**src/hdl/sqg_pkg.sv**
```systemverilog
// ----------------------------------------------------------------------------
// sqg_pkg: shared types and constants for the single-qubit gate block
// Store geometry, fixed-point format, operation and status codes, register
// indexes and the command/status bundles between controller and datapath.
// ----------------------------------------------------------------------------
`default_nettype none

package sqg_pkg;

  // Store geometry
  localparam int MAX_QUBITS = 10;
  localparam int ADDR_W     = MAX_QUBITS;
  localparam int PAIR_W     = ADDR_W - 1;
  localparam int DEPTH      = 1 << ADDR_W;
  localparam int QCNT_W     = 4;

  // Amplitude format: Q2.30 by default
  localparam int AMP_WIDTH  = 32;
  localparam int FRAC_BITS  = AMP_WIDTH - 2;
  localparam int STORE_W    = 2 * AMP_WIDTH;
  localparam int PORT_W     = 32;

  // Configuration port
  localparam int CFG_IDX_W  = 3;
  localparam int CFG_W      = 64;

  localparam logic [CFG_IDX_W-1:0] CFG_M00  = 3'd0;
  localparam logic [CFG_IDX_W-1:0] CFG_M01  = 3'd1;
  localparam logic [CFG_IDX_W-1:0] CFG_M10  = 3'd2;
  localparam logic [CFG_IDX_W-1:0] CFG_M11  = 3'd3;
  localparam logic [CFG_IDX_W-1:0] CFG_QCNT = 3'd4;
  localparam logic [CFG_IDX_W-1:0] CFG_WIRE = 3'd5;

  // Matrix element reset values: 1.0 + 0i and 0
  localparam logic [CFG_W-1:0] GATE_ONE  = CFG_W'(1) << (32 + FRAC_BITS);
  localparam logic [CFG_W-1:0] GATE_ZERO = '0;
  localparam logic [QCNT_W-1:0] QCNT_RESET = QCNT_W'(MAX_QUBITS);

  // Item operation codes
  localparam logic [1:0] MODE_WRITE = 2'd0;
  localparam logic [1:0] MODE_READ  = 2'd1;
  localparam logic [1:0] MODE_APPLY = 2'd2;

  // Result status codes
  localparam logic [1:0] ST_OK        = 2'd0;
  localparam logic [1:0] ST_BAD_INDEX = 2'd1;
  localparam logic [1:0] ST_BAD_WIRE  = 2'd2;

  // Store write source
  typedef enum logic [1:0] {
    WR_ZERO,
    WR_HOST,
    WR_PAIR_LO,
    WR_PAIR_HI
  } wr_src_e;

  typedef struct packed {
    logic [CFG_W-1:0] m00;
    logic [CFG_W-1:0] m01;
    logic [CFG_W-1:0] m10;
    logic [CFG_W-1:0] m11;
  } sqg_gate_t;

  // Controller to datapath
  typedef struct packed {
    logic       mem_we;
    wr_src_e    wr_src;
    logic       rd_en;
    logic       rd_apply;
    logic       mul_hi;
    logic       cnt_clr;
    logic       cnt_inc;
    logic       res_load;
    logic       res_mem;
    logic [1:0] res_status;
  } sqg_cmd_t;

  // Datapath to controller
  typedef struct packed {
    logic idx_oob;
    logic wire_oob;
    logic pair_last;
    logic cnt_last;
  } sqg_flag_t;

endpackage

`default_nettype wire

```
**src/hdl/sqg_ctrl.sv**
```systemverilog
// ----------------------------------------------------------------------------
// sqg_ctrl: sequencer for the single-qubit gate block
// Runs the clear sweep after reset, decodes items, and steps the datapath
// through read, two multiply passes and two write-backs for each pair.
// ----------------------------------------------------------------------------
`default_nettype none

module sqg_ctrl import sqg_pkg::*; (
  input  wire logic       clk_i,
  input  wire logic       rst_ni,
  input  wire logic       start_i,
  input  wire logic [1:0] mode_i,
  input  wire sqg_flag_t  flags_i,
  output      sqg_cmd_t   cmd_o,
  output      logic       busy_o,
  output      logic       done_o
);

  typedef enum logic [3:0] {
    S_CLEAR,
    S_IDLE,
    S_RD_RESP,
    S_AP_RD,
    S_AP_M0,
    S_AP_M1,
    S_AP_AD,
    S_AP_W0,
    S_AP_W1
  } state_e;

  state_e state_q, state_d;
  logic   busy_q, done_q, done_d;

  // Decode state and item into datapath commands
  always_comb begin
    state_d = state_q;
    done_d  = 1'b0;
    cmd_o   = '0;
    cmd_o.wr_src     = WR_ZERO;
    cmd_o.res_status = ST_OK;

    unique case (state_q)
      S_CLEAR: begin
        cmd_o.mem_we = 1'b1;
        cmd_o.wr_src = WR_ZERO;
        if (flags_i.cnt_last) begin
          cmd_o.cnt_clr = 1'b1;
          state_d = S_IDLE;
        end else begin
          cmd_o.cnt_inc = 1'b1;
        end
      end
      S_IDLE: begin
        if (start_i) begin
          unique case (mode_i)
            MODE_WRITE: begin
              cmd_o.res_load = 1'b1;
              done_d = 1'b1;
              if (flags_i.idx_oob) begin
                cmd_o.res_status = ST_BAD_INDEX;
              end else begin
                cmd_o.mem_we = 1'b1;
                cmd_o.wr_src = WR_HOST;
              end
            end
            MODE_READ: begin
              if (flags_i.idx_oob) begin
                cmd_o.res_load   = 1'b1;
                cmd_o.res_status = ST_BAD_INDEX;
                done_d = 1'b1;
              end else begin
                cmd_o.rd_en = 1'b1;
                state_d = S_RD_RESP;
              end
            end
            MODE_APPLY: begin
              if (flags_i.wire_oob) begin
                cmd_o.res_load   = 1'b1;
                cmd_o.res_status = ST_BAD_WIRE;
                done_d = 1'b1;
              end else begin
                cmd_o.cnt_clr = 1'b1;
                state_d = S_AP_RD;
              end
            end
            default: begin
              cmd_o.res_load = 1'b1;
              done_d = 1'b1;
            end
          endcase
        end
      end
      S_RD_RESP: begin
        cmd_o.res_load = 1'b1;
        cmd_o.res_mem  = 1'b1;
        done_d  = 1'b1;
        state_d = S_IDLE;
      end
      S_AP_RD: begin
        cmd_o.rd_en    = 1'b1;
        cmd_o.rd_apply = 1'b1;
        state_d = S_AP_M0;
      end
      S_AP_M0: begin
        state_d = S_AP_M1;
      end
      S_AP_M1: begin
        cmd_o.mul_hi = 1'b1;
        state_d = S_AP_AD;
      end
      S_AP_AD: begin
        state_d = S_AP_W0;
      end
      S_AP_W0: begin
        cmd_o.mem_we = 1'b1;
        cmd_o.wr_src = WR_PAIR_LO;
        state_d = S_AP_W1;
      end
      S_AP_W1: begin
        cmd_o.mem_we = 1'b1;
        cmd_o.wr_src = WR_PAIR_HI;
        if (flags_i.pair_last) begin
          cmd_o.cnt_clr  = 1'b1;
          cmd_o.res_load = 1'b1;
          done_d  = 1'b1;
          state_d = S_IDLE;
        end else begin
          cmd_o.cnt_inc = 1'b1;
          state_d = S_AP_RD;
        end
      end
      default: begin
        state_d = S_IDLE;
      end
    endcase
  end

  // Hold state and registered handshake outputs
  always_ff @(posedge clk_i or negedge rst_ni) begin
    if (!rst_ni) begin
      state_q <= S_CLEAR;
      busy_q  <= 1'b1;
      done_q  <= 1'b0;
    end else begin
      state_q <= state_d;
      busy_q  <= (state_d != S_IDLE);
      done_q  <= done_d;
    end
  end

  assign busy_o = busy_q;
  assign done_o = done_q;

  // Busy tracks the idle state
  a_busy_state: assert property (@(posedge clk_i) disable iff (!rst_ni)
    busy_q == (state_q != S_IDLE))
    else $error("busy out of step with state");

  // A pair that is not the last loops back to read the next one
  a_pair_loop: assert property (@(posedge clk_i) disable iff (!rst_ni)
    (state_q == S_AP_W1 && !flags_i.pair_last) |=> state_q == S_AP_RD)
    else $error("apply pass left early");

  // The last pair ends the pass with a result and releases the block
  a_pass_end: assert property (@(posedge clk_i) disable iff (!rst_ni)
    (state_q == S_AP_W1 && flags_i.pair_last) |=> (done_q && !busy_q))
    else $error("apply pass ended without result");

  // Store writes only in the sweep, at item accept or at write-back
  a_we_slot: assert property (@(posedge clk_i) disable iff (!rst_ni)
    cmd_o.mem_we |-> (state_q == S_CLEAR || state_q == S_IDLE ||
                      state_q == S_AP_W0 || state_q == S_AP_W1))
    else $error("store write outside a write slot");

  // Counter is never cleared and advanced together
  a_cnt_cmd: assert property (@(posedge clk_i) disable iff (!rst_ni)
    !(cmd_o.cnt_clr && cmd_o.cnt_inc))
    else $error("counter clear and advance together");

endmodule

`default_nettype wire

```
**config.mk**
```make
export PLATFORM = sky130hd
export DESIGN_NAME = sqg_ctrl
export DESIGN_NICKNAME = d
export VERILOG_FILES = /design/src/hdl/sqg_pkg.sv /design/src/hdl/sqg_ctrl.sv
export SDC_FILE = /design/constraint.sdc
export NUM_CORES = 1
export LEC_CHECK = 0
export BUFFER_PORTS_ARGS = -buffer_cell sky130_fd_sc_hd__buf_2
export CORE_MARGIN = 2
export CORE_UTILIZATION = 40
export CTS_CLUSTER_DIAMETER = 50
export DETAILED_ROUTE_END_ITERATION = 12
export GPL_ROUTABILITY_DRIVEN = 0
export PLACE_DENSITY = 0.73
export SLEW_MARGIN = 20
export SYNTH_ARGS = -nofsm -noshare
export SYNTH_HDL_FRONTEND = slang
export SYNTH_SLANG_ARGS = --single-unit
```
**constraint.sdc**
```tcl
create_clock -name clk_i -period 1.4 [get_ports clk_i]
set_input_delay 0.07 -clock clk_i [delete_from_list [all_inputs] [get_ports clk_i]]
set_output_delay 0.07 -clock clk_i [all_outputs]
set_load 0.05 [all_outputs]
```
After elaboration in Yosys (flattened, before gate mapping)
Cells that the tools add are included.
{ "word_totals": {"regBits": 6, "latch_bits": 0, "ram_bits": 0, "romBits": 0, "output_inout_bits": 14, "elab_cells": 53, "memories": 0} }
{ "op_classes": {"addsub": 0, "mul": 0, "div_mod_pow": 0, "magnitude_cmp": 0, "n_eq_ne": 11, "shifts": 0, "muxes": 36, "bitwise_logic": 0, "reduce_logical": 3} }
{ "ops": {"columns": ["cell", "count"], "rows": [
  ["$pmux W4 S8", 1],
  ["$mux W4", 5],
  ["$eq A4 B3 Y1 const B", 4],
  ["$mux W1", 16],
  ["$pmux W3 S4", 1],
  ["$eq A4 B2 Y1 const B", 2],
  ["$mux W2", 4],
  ["$pmux W4 S2", 1],
  ["$mux W3", 2],
  ["$pmux W1 S2", 3],
  ["$pmux W1 S3", 2],
  ["$eq A4 B1 Y1 const B", 1],
  ["$eq A4 B4 Y1 const B", 1],
  ["$logic_not A4 Y1", 1],
  ["$ne A4 B1 Y1 const B", 1],
  ["$pmux W2 S2", 1],
  ["$eq A2 B1 Y1 const B", 1],
  ["$eq A2 B2 Y1 const B", 1],
  ["$logic_not A2 Y1", 1],
  ["$reduce_or A2 Y1", 1]
]} }

Longest topological paths before layout
Gate-level depths: netlist (run 1).
{ "depth": {"word_depth": 5, "mapped_depth": 6} }

Least setup slack after synthesis (run 1)
OpenSTA, ideal clock, no wires.
{ "synth_timing": {"path_type": "register to output", "start": "reg state_q[0]", "end": "out cmd_o[8] (netlist bit)", "arrival_time_ns": 2.319, "t_required_ns": 1.330, "slack_ns": -0.989, "path_stages_with_launch": 3, "n_path_buf": 1, "cell_sequence": "dfrtp_1 clkbuf_1 nor4b_1"} }
{ "synth_lines": {"columns": ["element", "line_no", "source"], "rows": [
  ["start: declaration", "sqg_ctrl.sv:31", "state_e state_q, state_d;"],
  ["start signal: assignment", "sqg_ctrl.sv:145", "state_q <= state_d;"],
  ["end: declaration", "sqg_ctrl.sv:14", "output sqg_cmd_t cmd_o,"]
]} }

==> flow_metrics.tcl, run 1 <==
set metrics [dict create \
    period_needed_ns 1.70 \
    yosysTopAreaCellShare_pct 21.6 \
    ys_top_cells_by_area "dfrtp_1 22%, ha_1 8.6%, nor4b_2 5.2%" \
    cp_num_buf_inv 1 \
    post-dp-hpwl_mm 1.25 \
    finalWirelength_mm 2.08 \
    maxCapViolations 0 \
    drive_above_1_share_pct 67.0 \
    grtUsageMet3_pct 3.02 \
    setup_tns_ns -2.06 \
    cts-root-buf "clkbuf_4" \
    dr.pass1.iters 4 \
    reg2reg_from "state_q[2]$_DFF_PN0_" \
    grt_overflow_total 0 \
    ant_nets 0 \
    grtUsageMet1_pct 28.1 \
    htreeDepth 1 \
    setup_ws_ns -0.302 \
    r2r_cells 5 \
    viasPerCell 5.42 \
    cts_buffer_depth 2 \
    die-width_microns 42.1 \
    routedWlPerCell_microns 16.0 \
    cp.arrival_ns 1.63 \
    track_usage_pct 24.7 \
    status "finished, violations left" \
    worstMarginPinSlew_ns 0.396 \
    post-synth-top-count-cell "nand2_1" \
    critPathCaptureType "primary output" \
    synth_top_cell_by_area "dfrtp_1" \
    fin_nets 129 \
    clock_skew_ns 0.00341 \
    place_ws_ns -0.0931 \
    core_sq_mm 0.00133 \
    min_path_cells 3 \
    start_util_pct 43.4 \
    relSlewSlack_pct 73.5 \
    slew_viol_final 0 \
    die-height_microns 42.1 \
    required_ns 1.33 \
    rows 13 \
    grt_pass1_vias 735 \
    rsz0062_at_grt "yes" \
    ys_ff_latch 6 \
    grt_most_used_layer "met2" \
    utilization_pct 88.6 \
    finalSetupViolations 12 \
    worstSkewPairLatency_ns 0.24 \
    period_share_pct 122 \
    path_depth 4 \
    ir_drop_mv 2.03 \
    critPathMaxFanout 3 \
    power.density_mw_per_mm2 2180 \
    worstSetupStartpoint "state_q[1]$_DFF_PN0_" \
    cp-start-kind "register" \
    fillers 71 \
    grt_max_degree 10 \
    use_met2_pct 44.7 \
    min_from "flags_i[0]" \
    placement.io_buffers 22 \
    cts_tree "built" \
    fp.dieArea_sq_mm 0.00177 \
    timing.critical_path.mode_cell "nor4b_4" \
    hold_class "in2reg" \
    io_pins 23 \
    ys_types 34 \
    drtIter0Drc 10 \
    postSynthCellCount 65 \
    vias 704 \
    slowest_delay_ns 0.43 \
    hold_viol 0 \
    cp_top_family "simple AND/OR/NAND/NOR gates" \
    syn_avg_cell_area_sq_um 8.91 \
    syn_area_sq_um 579 \
    area_growth_pct 104 \
    critical_path_class "reg2out" \
    async_flop_share_pct 100 \
    antenna_found_initial 0 \
    violations "setup timing" \
    synth_warnings 0 \
    ys.flop_type "dfrtp_1" \
    path_cells "nor4b_4, nand2_2, nor4b_4, buf_6" \
    grt_pass1_wl_mm 3.28 \
    synth-edff-count 0 \
    p_leak_nw 0.566 \
    slowest_stage "dfrtp_2" \
    finalPower_mw 2.58 \
    clkTransAtPathRegs_ns 0.04 \
    ys_top_cells_by_count "7 x nand2_1, 5 x dfrtp_1, 4 x a21oi_1, 4 x ha_1, 4 x inv_1" \
    cts_made_buffers 3 \
    fmax_mhz 588 \
    numClockSinks 6 \
    ys_seq_area_share_pct 26.1 \
    drc 0 \
    syn-num-nets 78 \
    diodes 0 \
]
stage by stage:
step,cells,hold slack [ns],instance area [sq um]
floorplan,65,-0.226,644
global placement,113,-0.105,857
detailed placement,113,-0.102,857
CTS,125,0.162,1120
global route,130,0.193,1180
finish,130,0.184,1180
placed cells by master (no fill, tap or decap), types with 4 or more instances in the layout:
| cell type | netlist | routed |
|---|---|---|
| buf_6 | 1 | 16 |
| inv_1 | 4 | 4 |
| ha_1 | 4 | 4 |
| buf_2 | 1 | 10 |
| nor4b_4 | 1 | 4 |
| buf_4 | 2 | 20 |
| nand2_1 | 7 | 4 |
cells by family (layout without fill, tap and decap cells):
group	after synthesis	count (layout)	synth area share, %
DFF	6	6	26.1
xor gates and xnor gates	1	1	1.51
and+or+nand+nor	30	30	35.0
buffers and inverters	9	59	8.64
adders and majority gates	4	4	8.64
AOI/OAI and AO/OA	13	13	16.6
muxes	2	2	3.46
final timing paths:
path	to	slack (ns)
worst min register to register	done_o$_DFF_PN0_	0.67
worst max register to register	state_q[0]$_DFF_PN0_	-0.11
max in group asynchronous	busy_o$_DFF_PN1_	0.98
min in group asynchronous	done_o$_DFF_PN0_	0.19
worst max-delay path	cmd_o[0]	-0.30
worst min-delay path	busy_o$_DFF_PN1_	0.18
layout make-up:
class / count / area, sq um / area share, %
inverters: 4 / 15.0 / 1.27
multi-input cells: 50 / 513 / 43.4
repair buffers: 51 / 455 / 38.5
flip-flops and latches: 6 / 154 / 13.0
well taps: 15 / 18.8 / 1.59
clock buffers: 4 / 26.3 / 2.22
power by group:
| group | internal, mW | total (mW) | switching (mW) |
|---|---|---|---|
| clock network | 0.108 | 0.164 | 0.0563 |
| registers | 0.262 | 0.328 | 0.0661 |
| logic | 0.964 | 2.08 | 1.12 |
routing by layer:
layer / share of wire (%) / wire length (microns)
met2: 51 / 1060
met3: 2.7 / 56
met5: 0 / 0
met4: 2.8 / 59
met1: 43 / 905
worst reg2reg max path: cells and delay by family (launching register included):
| kind | cells | cell delay, ns |
|---|---|---|
| DFF | 1 | 0.41 |
| and+or+nand+nor | 1 | 0.40 |
| buffers and inverters | 3 | 0.39 |
| AOI/OAI and AO/OA | 1 | 0.20 |
registers in the layout (all words and copies together) (netlist names):
register	cells
state_q	4
done_o	1
busy_o	1
timing repair:
action / 4_1_cts / 5_1_grt
setup buffers: 8 / 5
pin swaps: 13 / 3
resized for setup: 44 / 8
hold buffers: 1 / 0
endpoints found under the setup margin: 14 / 15
endpoints found under the hold margin: 6 / 0
Note: power is estimated with default switching activity, not from simulation.
==> inputs of run 2 (changes only) <==
Clock period 1.4 ns to 2.1 ns, I/O delays scaled along.
==> run 2 against run 1 <==
  * The run now ends clean
  * Clock power fell by 30%
  * Die area is the same
  * Utilization down 33 points
  * Wire length decreased by 38%
  * Sequential cell count stayed put
  * Non-clock buffer count shrank 26
  * Total power decreased by 57%
  * Clock-buffer cell count is the same
  * Largest cell class unchanged
==> flow_metrics.tcl, run 2 (synthesized netlist as in run 1, its figures left out) <==
set metrics [dict create \
    antenna_found_initial 0 \
    largest_reg_flops 4 \
    finalPower_mw 1.10 \
    viasPerCell 5.34 \
    cp_top_family "simple AND/OR/NAND/NOR gates" \
    clockPowerShare_pct 10.5 \
    min_path_cells 3 \
    cts-root-buf "clkbuf_4" \
    final_cell_mix "22 x buf_2, 7 x nand2_1" \
    r2r_cells 3 \
    critPathMaxFanout 16 \
    hold_viol 0 \
    numClockSinks 6 \
    grt_pass1_vias 535 \
    p_seq_share_pct 24.2 \
    period_needed_ns 1.95 \
    clkTransAtPathRegs_ns 0.04 \
    maxCapViolations 0 \
    finalSetupViolations 0 \
    drive_above_1_share_pct 40.4 \
    whs_endpoint "busy_o$_DFF_PN1_" \
    dr.pass1.iters 4 \
    grt_max_degree 17 \
    vias 555 \
    ir_drop_mv 0.729 \
    die-width_microns 42.1 \
    cts_buffer_depth 2 \
    grt_pass1_wl_mm 2.15 \
    worstSkewPairLatency_ns 0.25 \
    r2r_setup_slack_ns 0.69 \
    final_common_cell "buf_2" \
    track_usage_pct 15.2 \
    fp.dieArea_sq_mm 0.00177 \
    required_ns 2.00 \
    path_cells "nor4b_4, nand2_1, nor4b_2, buf_2" \
    rows 13 \
    fillers 131 \
    worstMarginPinSlew_ns 0.305 \
    slowest_delay_ns 0.50 \
    core_sq_mm 0.00133 \
    period_share_pct 93.0 \
    switching_share_pct 56.9 \
    post-dp-hpwl_mm 1.02 \
    seq_area_sq_um 154 \
    combPwrFrac_pct 65.3 \
    placement.io_buffers 22 \
    reg2reg_from "state_q[0]$_DFF_PN0_" \
    die-height_microns 42.1 \
    start_util_pct 43.4 \
    cts_tree "built" \
    critical_path_class "reg2out" \
    power.density_mw_per_mm2 1480 \
    critPathCaptureType "primary output" \
    drc 0 \
    grt_overflow_total 0 \
    routedWlPerCell_microns 12.3 \
    cp-start-kind "register" \
    p_leak_nw 0.379 \
    slew_viol_final 0 \
    p_sw_uw 623 \
    rsz0062_at_grt "no" \
    cp.arrival_ns 1.85 \
    timing.rr.end "state_q[0]$_DFF_PN0_" \
    finalWirelength_mm 1.28 \
    largest-register "state_q" \
    diodes 0 \
    setup_tns_ns 0 \
    fmax_mhz 512 \
    ant_nets 0 \
    htreeDepth 1 \
    multi_input_area_sq_um 390 \
    relSlewSlack_pct 79.6 \
    fin_nets 103 \
    clock_skew_ns 0.0122 \
    status "completed" \
    min_from "flags_i[0]" \
    hold_class "in2reg" \
    p_int_uw 472 \
    slowest_stage "dfrtp_2" \
    drtIter0Drc 12 \
    io_pins 23 \
    cp_num_buf_inv 1 \
    cts_made_buffers 3 \
    area_growth_pct 27.6 \
]
## run 2: worst max-delay path by stage
| stage | start | to | cells after the start |
|---|---|---|---|
| 6_report | state_q[1]$_DFF_PN0_ | cmd_o[0] | 4 |
| 5_1_grt | state_q[1]$_DFF_PN0_ | cmd_o[0] | 4 |
| 4_1_cts | state_q[1]$_DFF_PN0_ | cmd_o[0] | 4 |
| 3_5_place_dp | state_q[1]$_DFF_PN0_ | cmd_o[0] | 4 |
| 3_3_place_gp | state_q[1]$_DFF_PN0_ | cmd_o[0] | 4 |
| 2_1_floorplan | state_q[1]$_DFF_PN0_ | cmd_o[0] | 3 |
## run 2: power by group through the flow
stage	clock network [mW]	logic (mW)	registers (mW)
after floorplan	0	0.577	0.275
after global placement	0	0.708	0.255
after global routing	0.125	0.763	0.273
after detailed placement	0	0.717	0.259
final	0.115	0.715	0.265
after CTS	0.120	0.720	0.257
## run 2: area by class of cell
cell class,count,share of cell area [%]
Clock buffer,4,3.55
Multi-Input combinational cell,50,52.8
Timing Repair Buffer,25,18.3
Sequential cell,6,20.8
Tap cell,15,2.54
Inverter,4,2.03
## run 2: metrics by stage
| stage | util (%) | area [sq um] | hold WS, ns | setup WS [ns] | instances |
|---|---|---|---|---|---|
| floorplan | - | 592 | -0.191 | 0.124 | 65 |
| global placement | 52.5 | 701 | -0.0696 | 0.398 | 99 |
| detailed placement | 52.5 | 701 | -0.0673 | 0.321 | 99 |
| CTS | 55.3 | 737 | 0.174 | 0.0621 | 104 |
| global route | 55.4 | 739 | 0.208 | 0.0280 | 104 |
| finish | 55.4 | 739 | 0.177 | 0.147 | 104 |
## run 2: layer usage
metal	part of all wire (%)	track usage [%]	wire length, microns	up-vias
met5	0	0	0	-
met4	0	1.88	0	0
met3	6.1	3.88	78	0
met2	47	25.9	597	19
met1	47	20.1	607	254
li1	-	-	-	282
## run 2: tightest hold or removal path, cell delays in order
cell and delay [ns]:
buf_2 0.10, o311a_1 0.15, o21bai_1 0.06
## run 2: what timing repair did
| action | 4_1_cts | 5_1_grt |
|---|---|---|
| resized for setup | 0 | 2 |
| hold buffers | 1 | 0 |
| endpoints found under the setup margin | 0 | 2 |
| hold endpoints to repair | 6 | 0 |
| setup buffers | 0 | 0 |
